**config.mk**
```make
export PLATFORM = sky130hd
export DESIGN_NAME = console_mouse_poll_response
export DESIGN_NICKNAME = d
export VERILOG_FILES = /design/src/design/cmpr_pkg.sv /design/src/design/cmpr_front.sv /design/src/design/cmpr_queue.sv /design/src/design/cmpr_shape.sv /design/src/design/cmpr_back.sv /design/src/design/console_mouse_poll_response.sv
export SDC_FILE = /design/constraint.sdc
export NUM_CORES = 2
export LEC_CHECK = 0
export BUFFER_PORTS_ARGS = -buffer_cell sky130_fd_sc_hd__buf_2
export CORE_ASPECT_RATIO = 0.5
export CORE_MARGIN = 2
export CORE_UTILIZATION = 50
export DETAILED_ROUTE_END_ITERATION = 6
export HOLD_SLACK_MARGIN = 0.1
export PLACE_DENSITY = 0.71
export SLEW_MARGIN = 20
export SYNTH_ARGS = -nofsm -noshare
export SYNTH_HDL_FRONTEND = slang
export SYNTH_HIERARCHICAL = 1
export SYNTH_SLANG_ARGS = --single-unit
```
**constraint.sdc**
```tcl
create_clock -name clk -period 8.2 [get_ports clk]
set_input_delay 1.64 -clock clk [delete_from_list [all_inputs] [get_ports clk]]
set_output_delay 1.64 -clock clk [all_outputs]
set_load 0.05 [all_outputs]
```
**src/design/cmpr_pkg.sv**
```systemverilog
// Shared types, constants and register codes for the console mouse poll responder.
// Used by every module under design/; depends on nothing else.
package cmpr_pkg;

  // Field widths.
  localparam int BYTE_W = 8;
  localparam int MOVE_W = 16;
  localparam int SENS_W = 10;
  localparam int LIM_W  = 7;

  // Depth of the queue between the front and the back.
  localparam int QUEUE_DEPTH_DEFAULT = 2;

  // Protocol bytes.
  localparam logic [BYTE_W-1:0] CMD_POLL    = 8'h42;
  localparam logic [BYTE_W-1:0] REPLY_ID    = 8'h12;
  localparam logic [BYTE_W-1:0] REPLY_ID_HI = 8'h5A;
  localparam logic [BYTE_W-1:0] REPLY_IDLE  = 8'hFF;
  localparam logic [BYTE_W-1:0] BTN_IDLE    = 8'hFC;

  // Active-low button bit positions.
  localparam int BTN_MIDDLE_BIT = 7;
  localparam int BTN_WHEEL_UP   = 6;
  localparam int BTN_WHEEL_DOWN = 5;
  localparam int BTN_LEFT_BIT   = 3;
  localparam int BTN_RIGHT_BIT  = 2;

  // Configuration register indexes.
  localparam int CFG_INDEX_W = 2;
  localparam logic [CFG_INDEX_W-1:0] REG_SENSITIVITY   = 2'd0;
  localparam logic [CFG_INDEX_W-1:0] REG_MOVE_LIMIT    = 2'd1;
  localparam logic [CFG_INDEX_W-1:0] REG_DEAD_ZONE     = 2'd2;
  localparam logic [CFG_INDEX_W-1:0] REG_EXT_BUTTONS   = 2'd3;
  localparam int CFG_DATA_W = SENS_W;

  // Register reset values.
  localparam logic [SENS_W-1:0] SENS_RESET  = 10'd100;
  localparam logic [LIM_W-1:0]  LIMIT_RESET = 7'd127;
  localparam logic [LIM_W-1:0]  DEAD_RESET  = 7'd0;

  // Division by 100 as a reciprocal multiply. Exact for dividends below 12800,
  // which covers every value that is not clamped by the movement limit.
  localparam int               QIN_W        = 14;
  localparam logic [QIN_W-1:0] PERCENT      = 14'd100;
  localparam logic [QIN_W-1:0] DIV100_RECIP = 14'd10486;
  localparam int               DIV100_SHIFT = 20;

  // Position of a byte within the six-byte reply.
  localparam int POS_W = 3;
  localparam logic [POS_W-1:0] POS_ID    = 3'd0;
  localparam logic [POS_W-1:0] POS_ID_HI = 3'd1;
  localparam logic [POS_W-1:0] POS_PAD   = 3'd2;
  localparam logic [POS_W-1:0] POS_BTN   = 3'd3;
  localparam logic [POS_W-1:0] POS_X     = 3'd4;
  localparam logic [POS_W-1:0] POS_Y     = 3'd5;

  // One classified poll start, as it waits in the queue.
  typedef struct packed {
    logic                     is_poll;
    logic [BYTE_W-1:0]        buttons;
    logic signed [MOVE_W-1:0] move_x;
    logic signed [MOVE_W-1:0] move_y;
  } cmpr_entry_t;

  // Movement shaping settings.
  typedef struct packed {
    logic [SENS_W-1:0] sens;
    logic [LIM_W-1:0]  limit;
    logic [LIM_W-1:0]  dead;
  } cmpr_cfg_t;

endpackage

```
**src/design/cmpr_front.sv**
```systemverilog
// Front part of the poll responder: accepts input items, drops non-start items,
// classifies the command and builds the button byte. Depends on cmpr_pkg.
module cmpr_front import cmpr_pkg::*; (
  input  logic                     in_valid,
  output logic                     in_ready,
  input  logic [BYTE_W-1:0]        command,
  input  logic                     starts_poll,
  input  logic signed [MOVE_W-1:0] move_x,
  input  logic signed [MOVE_W-1:0] move_y,
  input  logic signed [BYTE_W-1:0] wheel,
  input  logic                     left_button,
  input  logic                     right_button,
  input  logic                     middle_button,
  input  logic                     ext_buttons,
  input  logic                     full,
  output logic                     push,
  output cmpr_entry_t              entry
);

  logic [BYTE_W-1:0] buttons;

  always_comb begin
    buttons = BTN_IDLE;
    if (left_button)  buttons[BTN_LEFT_BIT]  = 1'b0;
    if (right_button) buttons[BTN_RIGHT_BIT] = 1'b0;
    if (ext_buttons) begin
      if (middle_button) buttons[BTN_MIDDLE_BIT] = 1'b0;
      if (wheel > 0)     buttons[BTN_WHEEL_UP]   = 1'b0;
      if (wheel < 0)     buttons[BTN_WHEEL_DOWN] = 1'b0;
    end
  end

  assign in_ready = !full;
  // Items that do not start a transaction are taken and dropped.
  assign push     = in_valid && !full && starts_poll;

  assign entry.is_poll = (command == CMD_POLL);
  assign entry.buttons = buttons;
  assign entry.move_x  = move_x;
  assign entry.move_y  = move_y;

endmodule

```
**src/design/cmpr_queue.sv**
```systemverilog
// Small FIFO of classified poll starts between the front and the back.
// Depends on cmpr_pkg for the entry type.
module cmpr_queue import cmpr_pkg::*; #(
  parameter int DEPTH = QUEUE_DEPTH_DEFAULT
) (
  input  logic        clk,
  input  logic        rst,
  input  logic        push,
  input  cmpr_entry_t push_data,
  output logic        full,
  input  logic        pop,
  output cmpr_entry_t pop_data,
  output logic        empty
);

  localparam int PTR_W = (DEPTH > 1) ? $clog2(DEPTH) : 1;
  localparam int CNT_W = $clog2(DEPTH + 1);
  localparam logic [PTR_W-1:0] PTR_LAST = PTR_W'(DEPTH - 1);
  localparam logic [CNT_W-1:0] CNT_FULL = CNT_W'(DEPTH);

  cmpr_entry_t      slots [DEPTH];
  logic [PTR_W-1:0] wr_ptr;
  logic [PTR_W-1:0] rd_ptr;
  logic [CNT_W-1:0] count;

  assign full     = (count == CNT_FULL);
  assign empty    = (count == '0);
  assign pop_data = slots[rd_ptr];

  always_ff @(posedge clk) begin
    if (push) slots[wr_ptr] <= push_data;
  end

  always_ff @(posedge clk) begin
    if (rst) begin
      wr_ptr <= '0;
      rd_ptr <= '0;
      count  <= '0;
    end else begin
      if (push) wr_ptr <= (wr_ptr == PTR_LAST) ? '0 : wr_ptr + 1'b1;
      if (pop)  rd_ptr <= (rd_ptr == PTR_LAST) ? '0 : rd_ptr + 1'b1;
      if (push && !pop)      count <= count + 1'b1;
      else if (pop && !push) count <= count - 1'b1;
    end
  end

endmodule

```
**src/design/cmpr_shape.sv**
```systemverilog
// Three-stage movement shaper for one axis: scale, divide by 100, saturate,
// clamp to the limit and apply the dead zone. Depends on cmpr_pkg.
module cmpr_shape import cmpr_pkg::*; (
  input  logic                     clk,
  input  logic signed [MOVE_W-1:0] raw,
  input  cmpr_cfg_t                cfg,
  output logic [BYTE_W-1:0]        shaped
);

  localparam int PROD_W = MOVE_W + SENS_W + 1;
  localparam int MAG_W  = PROD_W - 1;
  localparam int QP_W   = 2 * QIN_W;

  logic signed [PROD_W-1:0] prod;
  logic [PROD_W-1:0]        mag_full;
  logic [MAG_W-1:0]         mag;
  logic [QIN_W-1:0]         limit_x100;
  logic                     neg_s2;
  logic                     sat_s2;
  logic [QIN_W-1:0]         mag_low_s2;
  logic [QP_W-1:0]          qprod;
  logic                     neg_s3;
  logic [LIM_W-1:0]         mag_s3;
  logic [BYTE_W-1:0]        mag_byte;

  // Stage 1: scale by the sensitivity.
  always_ff @(posedge clk) begin
    prod <= raw * $signed({1'b0, cfg.sens});
  end

  // Stage 2: magnitude, and whether the quotient reaches the limit.
  // A quotient past the signed-byte range is always at or above the limit,
  // since the limit is at most 127, so one compare covers both.
  assign mag_full   = prod[PROD_W-1] ? PROD_W'(-prod) : PROD_W'(prod);
  assign mag        = mag_full[MAG_W-1:0];
  assign limit_x100 = QIN_W'(cfg.limit) * PERCENT;

  always_ff @(posedge clk) begin
    neg_s2     <= prod[PROD_W-1];
    sat_s2     <= (mag >= MAG_W'(limit_x100));
    mag_low_s2 <= mag[QIN_W-1:0];
  end

  // Stage 3: quotient by reciprocal, then the clamp.
  assign qprod = QP_W'(mag_low_s2) * QP_W'(DIV100_RECIP);

  always_ff @(posedge clk) begin
    neg_s3 <= neg_s2;
    mag_s3 <= sat_s2 ? cfg.limit : qprod[DIV100_SHIFT +: LIM_W];
  end

  assign mag_byte = {1'b0, mag_s3};

  always_comb begin
    if (mag_s3 <= cfg.dead) shaped = '0;
    else if (neg_s3)        shaped = ~mag_byte + 1'b1;
    else                    shaped = mag_byte;
  end

endmodule

```
**src/design/cmpr_back.sv**
```systemverilog
// Back part of the poll responder: takes entries from the queue, shapes the
// movement and sends the six reply bytes. Depends on cmpr_pkg and cmpr_shape.
module cmpr_back import cmpr_pkg::*; (
  input  logic              clk,
  input  logic              rst,
  input  cmpr_cfg_t         cfg,
  input  logic              empty,
  input  cmpr_entry_t       pop_data,
  output logic              pop,
  output logic              out_valid,
  input  logic              out_ready,
  output logic [BYTE_W-1:0] out_byte,
  output logic              out_last
);

  cmpr_entry_t       cur;
  logic              busy;
  logic [POS_W-1:0]  pos;
  logic              out_fire;
  logic [BYTE_W-1:0] x_byte;
  logic [BYTE_W-1:0] y_byte;

  cmpr_shape u_shape_x (
    .clk    (clk),
    .raw    (cur.move_x),
    .cfg    (cfg),
    .shaped (x_byte)
  );

  cmpr_shape u_shape_y (
    .clk    (clk),
    .raw    (cur.move_y),
    .cfg    (cfg),
    .shaped (y_byte)
  );

  assign out_valid = busy;
  assign out_last  = (pos == POS_Y);
  assign out_fire  = busy && out_ready;
  // The next entry is loaded at the edge that sends the last byte.
  assign pop       = !empty && (!busy || (out_fire && out_last));

  always_ff @(posedge clk) begin
    if (pop) cur <= pop_data;
  end

  always_ff @(posedge clk) begin
    if (rst) begin
      busy <= 1'b0;
      pos  <= POS_ID;
    end else if (pop) begin
      busy <= 1'b1;
      pos  <= POS_ID;
    end else if (out_fire) begin
      if (out_last) busy <= 1'b0;
      else          pos  <= pos + 1'b1;
    end
  end

  always_comb begin
    case (pos)
      POS_ID:    out_byte = REPLY_ID;
      POS_ID_HI: out_byte = cur.is_poll ? REPLY_ID_HI : REPLY_IDLE;
      POS_PAD:   out_byte = REPLY_IDLE;
      POS_BTN:   out_byte = cur.is_poll ? cur.buttons : REPLY_IDLE;
      POS_X:     out_byte = cur.is_poll ? x_byte : REPLY_IDLE;
      POS_Y:     out_byte = cur.is_poll ? y_byte : REPLY_IDLE;
      default:   out_byte = REPLY_IDLE;
    endcase
  end

endmodule

```
**src/design/console_mouse_poll_response.sv**
```systemverilog
// Top level of the console mouse poll responder: configuration registers and
// the front, queue and back. Depends on cmpr_pkg and all cmpr_* modules.
//
// Every input item that starts a transaction is answered with six reply bytes
// on the master stream, the sixth marked by m_tlast; items that do not start a
// transaction are taken and dropped. A poll command answers with the ID bytes,
// a pad byte, the active-low button byte and the shaped X and Y movement; any
// other command answers with the first ID byte and five idle bytes. The first
// reply byte is offered once its item has passed the queue and been loaded into
// the back's current-entry register. The back sends one byte per cycle while
// m_tready is high and loads the next waiting entry with the last byte, so the
// replies to a steady stream of poll starts follow back to back, paced by the
// six-byte reply serializer. A queue of QUEUE_DEPTH entries sits between the
// front and the back, so the slave side keeps taking items while a reply is
// still being sent or is stalled, until the queue is full. The movement shaper
// is a three-stage pipeline per axis that finishes before the X byte comes up.
// The configuration port is always ready and should only be written while no reply is pending.
module console_mouse_poll_response import cmpr_pkg::*; #(
  parameter int QUEUE_DEPTH = QUEUE_DEPTH_DEFAULT
) (
  input  logic                   clk,
  input  logic                   rst,
  // Input items.
  input  logic                   s_tvalid,
  output logic                   s_tready,
  // From bit 0: command[7:0], move_x[23:8], move_y[39:24], wheel[47:40],
  // left_button[48], right_button[49], middle_button[50], zero[55:51].
  input  logic [55:0]            s_tdata,
  // Bit 0: starts_poll.
  input  logic                   s_tuser,
  // Result items.
  output logic                   m_tvalid,
  input  logic                   m_tready,
  // From bit 0: response_byte[7:0].
  output logic [BYTE_W-1:0]      m_tdata,
  // is_last.
  output logic                   m_tlast,
  // Configuration writes.
  input  logic                   cfg_valid,
  output logic                   cfg_ready,
  input  logic [CFG_INDEX_W-1:0] cfg_index,
  input  logic [CFG_DATA_W-1:0]  cfg_data
);

  cmpr_cfg_t   cfg;
  logic        ext_buttons;
  logic        push;
  logic        pop;
  logic        full;
  logic        empty;
  cmpr_entry_t push_data;
  cmpr_entry_t pop_data;

  // Configuration registers. Only the low bits of each register's width are
  // kept from the write data.
  assign cfg_ready = 1'b1;

  always_ff @(posedge clk) begin
    if (rst) begin
      cfg.sens    <= SENS_RESET;
      cfg.limit   <= LIMIT_RESET;
      cfg.dead    <= DEAD_RESET;
      ext_buttons <= 1'b0;
    end else if (cfg_valid) begin
      case (cfg_index)
        REG_SENSITIVITY: cfg.sens    <= cfg_data[SENS_W-1:0];
        REG_MOVE_LIMIT:  cfg.limit   <= cfg_data[LIM_W-1:0];
        REG_DEAD_ZONE:   cfg.dead    <= cfg_data[LIM_W-1:0];
        REG_EXT_BUTTONS: ext_buttons <= cfg_data[0];
        default: ;
      endcase
    end
  end

  cmpr_front u_front (
    .in_valid      (s_tvalid),
    .in_ready      (s_tready),
    .command       (s_tdata[7:0]),
    .starts_poll   (s_tuser),
    .move_x        (s_tdata[23:8]),
    .move_y        (s_tdata[39:24]),
    .wheel         (s_tdata[47:40]),
    .left_button   (s_tdata[48]),
    .right_button  (s_tdata[49]),
    .middle_button (s_tdata[50]),
    .ext_buttons   (ext_buttons),
    .full          (full),
    .push          (push),
    .entry         (push_data)
  );

  cmpr_queue #(
    .DEPTH (QUEUE_DEPTH)
  ) u_queue (
    .clk       (clk),
    .rst       (rst),
    .push      (push),
    .push_data (push_data),
    .full      (full),
    .pop       (pop),
    .pop_data  (pop_data),
    .empty     (empty)
  );

  cmpr_back u_back (
    .clk       (clk),
    .rst       (rst),
    .cfg       (cfg),
    .empty     (empty),
    .pop_data  (pop_data),
    .pop       (pop),
    .out_valid (m_tvalid),
    .out_ready (m_tready),
    .out_byte  (m_tdata),
    .out_last  (m_tlast)
  );

`ifndef NO_ASSERTIONS
  // A reply is never cut short: after a byte that is not the last, another
  // byte of the same reply is offered.
  a_reply_continues: assert property (@(posedge clk) disable iff (rst)
    (m_tvalid && m_tready && !m_tlast) |=> m_tvalid)
    else $error("reply interrupted before its last byte");

  // A reply that follows another one starts with the ID byte.
  a_reply_starts_with_id: assert property (@(posedge clk) disable iff (rst)
    (m_tvalid && m_tready && m_tlast) |=> (!m_tvalid || m_tdata == REPLY_ID))
    else $error("reply does not start with the ID byte");

  // Nothing is offered right after reset.
  a_idle_after_reset: assert property (@(posedge clk)
    rst |=> !m_tvalid)
    else $error("result offered right after reset");
`endif

endmodule

```
* Word level (Yosys, flattened, before mapping)
Memories as Yosys holds them, arrays and structs flattened. A register that Yosys moved wholly into a read port is not among the register bits.
Cells that the tools add are included.
** Word-level totals
- Flip-flop bits (word level) :: 143
- RAM bits :: 76
- Logic and storage cells :: 109
- Memories :: 1
** Memories
- u_queue.slots :: depth 2, width 38, rd ports 1, clocked after Yosys merged registers in 1, write ports 1, line cmpr_queue.sv:21 : cmpr_entry_t slots [DEPTH];
** Cells by class
- Add/subtract/negate cells :: 9
- $mul :: 5
- Magnitude comparators :: 6
- Equality and inequality tests :: 9
- Mux-type cells :: 28
- Bitwise operators :: 3
- Reduce and logical (&&, ||, !) cells :: 26
** Operators by type and width (number)
- $mux W8 :: 8
- $mul A16 B11 Y27 :: 2
- $ge A26 B14 Y1 :: 2
- $mul A14 B13 Y26 const B :: 2
- $mux W26 :: 2
- $neg A26 Y26 :: 2
- $pmux W8 S5 :: 1
- $add A8 B1 Y8 const B :: 2
- $not A7 Y8 :: 2
- $le A7 B7 Y1 :: 2
- $mux W7 :: 2
- $mul A7 B5 Y12 const B :: 1
- $mux W1 :: 12
- $reduce_and A2 Y1 :: 6
- $eq A8 B7 Y1 const B :: 1
- $gt A8 B1 Y1 const B :: 1
- $lt A8 B1 Y1 const B :: 1
- $logic_and A1 B1 Y1 :: 7
- $eq A2 B2 Y1 const B :: 3
- $eq A3 B3 Y1 const B :: 2
- $reduce_bool A2 Y1 :: 3
- $logic_not A1 Y1 :: 5
- $logic_not A2 Y1 :: 2
- $mux W2 :: 2
- other kinds (12) :: 13

* Depth between registers and ports, before layout
- Word-level depth :: 8
- Gate-level depth with buffers :: 21
- Gate-level depth less buffers :: 20

* By module
Netlist, hierarchy kept.
** By module, submodules not included
- cmpr_shape (u_back.u_shape_x) :: instances 1, cells each 1348, area an instance 12140.4 um2
- cmpr_shape (u_back.u_shape_y) :: instances 1, cells each 1328, area an instance 12117.9 um2
- cmpr_queue :: instances 1, cells each 150, area an instance 3156.8 um2
- cmpr_back :: instances 1, cells each 114, area an instance 1735.4 um2
- console_mouse_poll_response :: instances 1, cells each 106, area an instance 1064.8 um2
- cmpr_front :: instances 1, cells each 49, area an instance 351.6 um2

* Least setup slack after synthesis
Ideal clock, no wire load.
- Kind :: register to register
- Start :: reg cfg[21] (netlist name)
- End :: reg u_back.u_shape_x.prod[26]
- Setup time :: 0.072 ns
- Arrival time :: 5.333 ns
- Setup slack :: 2.795 ns
- Stages on the path, launching flop included :: 20
- Buffers on the path :: 1
- Period minus slack after synthesis :: 5.405 ns
- Cell sequence :: dfxtp_1 -> clkbuf_1 -> nand2_1 -> fa_1 -> inv_1 -> fa_1 -> fa_1 -> fa_1 -> inv_1 -> fa_1 -> inv_1 -> ha_1 -> and3_1 -> and3_1 -> o21ai_0 -> o21ai_0 -> a41oi_1 -> o2111ai_1 -> a21oi_1 -> xnor2_1
** On the way
- Word-level cells in the longest chain between the ends :: 1
** RTL lines
- $mul A16 B11 Y27 :: line cmpr_shape.sv:28 : prod <= raw * $signed({1'b0, cfg.sens});
- end signal: assignment :: line cmpr_shape.sv:28
- end: declaration :: line cmpr_shape.sv:14 : logic signed [PROD_W-1:0] prod;
Every way passes these cells.
A chain may end at the register's enable or synchronous reset.

* Worst setup path in the final report
- Start :: reg cfg[18] (netlist name)
- End :: reg u_back.u_shape_x.prod[26]
** On the way
- Word-level cells in the longest chain between the ends :: 1
** RTL lines (line)
- $mul A16 B11 Y27 :: cmpr_shape.sv:28
Every way passes these cells.

==> results_dict.tcl <==
set metrics [dict create \
    setup_slack_ns 1.98 \
    grt_pass1_vias 21100 \
    most-common-layout-cells "inv_1, fa_1, ha_1, nand2_1, and2_1" \
    slew_headroom_pct 29.2 \
    synth-seq-cells 259 \
    grt_max_degree 52 \
    syn_inst 3095 \
    postCtsSetupBuffers 0 \
    finalSetupTns_ns 0 \
    rows 64 \
    grt_pass1_wl_um 104000 \
    reg2reg_from "cfg[18]$_SDFFE_PP0P_" \
    antenna_found_initial 3 \
    wirelength_um 61600 \
    pre_cts_ws_ns 2.01 \
    endpoint_kind "register" \
    cts-root-buf "clkbuf_16" \
    synth_top_area_share_pct 27.4 \
    arrival_ns 6.74 \
    gp_congestion 0.886 \
    synth_area_leaders "fa_1, ha_1, edfxtp_1" \
    core_area_um2 60800 \
    min_from "u_back/u_shape_x/neg_s2$_DFF_P_" \
    synth_edf_count 123 \
    min_path_type "reg2reg" \
    top_layer "met4" \
    maxCapViolations 0 \
    n_antenna_cell 0 \
    status "finished clean" \
    drtIter0Drc 1177 \
    fmax_mhz 161 \
    tightest_slew_ns 1.04 \
    vias_per_cell 5.15 \
    dpl.hpwl_um 49800 \
    ys_seq_area_share_pct 21.0 \
    hold_viol_final 0 \
    cts_buffer_depth 3 \
    regToRegSetupSlack_ns 1.98 \
    ys_warn_count 6 \
    clock_sinks 259 \
    cts_resized 0 \
    synth_flop_cell "dfxtp_1" \
    numPortBuffers 79 \
    grt_overflow_total 0 \
    maxSlewViolCount 0 \
    fillers 5350 \
    setup_viol 0 \
    finClkSkew_ns 0.0204 \
    worstPathRequired_ns 8.72 \
    ant_nets 0 \
    start_util_pct 50.3 \
    design.portCount 86 \
    wl_met3_um 3000 \
    hold-worst-slack_ns 0.339 \
    dr.pass1.iters 6 \
    dieArea_um2 63200 \
    syn_area_um2 30600 \
    die_x_um 354 \
    period_share_pct 75.9 \
    holdPathStages 0 \
    regToRegEndpoint "u_back/u_shape_x/prod[26]$_DFF_P_" \
    period_needed_ns 6.22 \
    area_growth_pct 6.49 \
    ctsHoldBuffers 0 \
    clock_latency_ns 0.59 \
    ys_async_sr_fraction_pct 0 \
    clkTransAtPathRegs_ns 0.07 \
    track_usage_pct 20.3 \
    mostFrequentLayoutCell "inv_1" \
    yosysUniqueCellTypes 90 \
    cts_buffers 27 \
    crit_type "reg2reg" \
    hold_end "u_back/u_shape_x/neg_s3$_DFF_P_" \
    cts_tree "built" \
    syn_area_per_cell_um2 9.88 \
    crit_fanout 17 \
    htreeDepth 1 \
    drc 0 \
    r2r_cells 19 \
    wire_per_inst_um 15.6 \
    drive_gt1_share_pct 7.09 \
    layout.nets 4007 \
    die_h_um 179 \
    rsz0062_at_grt "false" \
    drt-met1-wl_um 27800 \
    worstSetupStartpointType "register" \
    yosysTopAreaCell "fa_1" \
    wl_met2_um 29300 \
    num_vias 20400 \
]
-- flip-flops by register name, indices dropped and copies added, names as in the netlist, 2 cells and up, named ones only --
signal / count
u_back/pos: 3
u_back/u_shape_y/mag_low_s2: 14
u_back/u_shape_y/prod: 27
u_back/u_shape_x/mag_s3: 7
u_queue/slots: 82
cfg: 24
u_back/u_shape_x/prod: 27
u_back/u_shape_x/mag_low_s2: 14
u_back/u_shape_y/mag_s3: 7
u_back/cur: 41
u_queue/count: 2
-- cells in the mapped netlist (10+ instances only) --
library cell    n
nand3_1        25
dfxtp_1       136
fa_1          418
nand2b_1       44
nor2_1         80
a211oi_1       15
mux2_2         39
xnor2_1        86
ha_1          407
nand2_1       240
o21ai_0        70
nand4_1        20
a21o_1         29
inv_1         725
clkbuf_1       61
a21oi_1        66
mux2i_1        28
nor3_1         19
o21a_1         33
o31ai_1        18
and2_1        151
o21bai_1       10
or3_1          14
nor2b_1        14
buf_2          10
xor2_1         30
edfxtp_1      123
buf_4          37
-- kinds of logic (layout without fill, tap and decap cells) --
family          after synthesis  count (layout)  share of synthesized area [%]
compound gates              318             318                           6.94
simple gates                665             665                           11.4
other cells                   3               4                         0.0368
xor+xnor                    116             116                           3.32
fa+ha+maj                   825             825                           44.0
buf+inv                     839             872                           10.8
flops                       259             259                           21.0
mux                          70              70                           2.46
-- worst max-delay path, cell delays in order (launching register included) --
cell       delay, ns
dfxtp_1         0.76
buf_4           0.36
nand2_1         0.11
fa_1            0.53
fa_1            0.52
inv_1           0.06
fa_1            0.46
fa_1            0.55
inv_1           0.06
fa_1            0.52
inv_1           0.04
ha_1            0.36
and3_1          0.22
and3_1          0.18
o21ai_0         0.12
o21ai_0         0.24
a41oi_1         0.51
o2111ai_1       0.21
a21oi_1         0.20
xnor2_1         0.13
-- layer usage --
| metal | vias up | global-route usage, % |
|---|---|---|
| met4 | 0 | 4.89 |
| met2 | 402 | 35.1 |
| li1 | 9767 | - |
| met5 | - | 0 |
| met1 | 10100 | 27.1 |
| met3 | 81 | 2.90 |
-- worst max-delay path by stage --
stage / start / end / slack [ns] / depth (start not counted)
detailed placement: cfg[16]$_SDFFE_PP1P_ / u_back/u_shape_y/prod[26]$_DFF_P_ / 2.01 / 18
finish: cfg[18]$_SDFFE_PP0P_ / u_back/u_shape_x/prod[26]$_DFF_P_ / 1.98 / 19
floorplan: cfg[21]$_SDFFE_PP0P_ / u_back/u_shape_x/prod[26]$_DFF_P_ / 2.79 / 19
CTS: cfg[16]$_SDFFE_PP1P_ / u_back/u_shape_x/prod[26]$_DFF_P_ / 1.99 / 18
global placement: cfg[16]$_SDFFE_PP1P_ / u_back/u_shape_y/prod[25]$_DFF_P_ / 2.06 / 19
global route: cfg[17]$_SDFFE_PP0P_ / u_back/u_shape_x/prod[26]$_DFF_P_ / 1.58 / 18
-- stage by stage --
step / utilization [%] / std cells / instance area, um^2
detailed placement: 51.9 / 3904 / 31600
global placement: 51.9 / 3904 / 31600
global route: 53.6 / 3954 / 32600
floorplan: - / 3096 / 30600
CTS: 53.6 / 3954 / 32600
finish: 53.6 / 3954 / 32600
-- area by class of cell --
class | instances | area (um^2) | area share (%)
Multi-Input combinational cell | 1998 | 20900 | 64.1
Sequential cell | 259 | 6420 | 19.7
Inverter | 726 | 2730 | 8.37
Tap cell | 825 | 1030 | 3.17
Clock buffer | 30 | 707 | 2.17
Timing Repair Buffer | 96 | 523 | 1.61
Clock inverter | 20 | 287 | 0.880
Power is not shown: default switching activity piles up to over one toggle a cycle in this logic, so the estimate is an artifact.
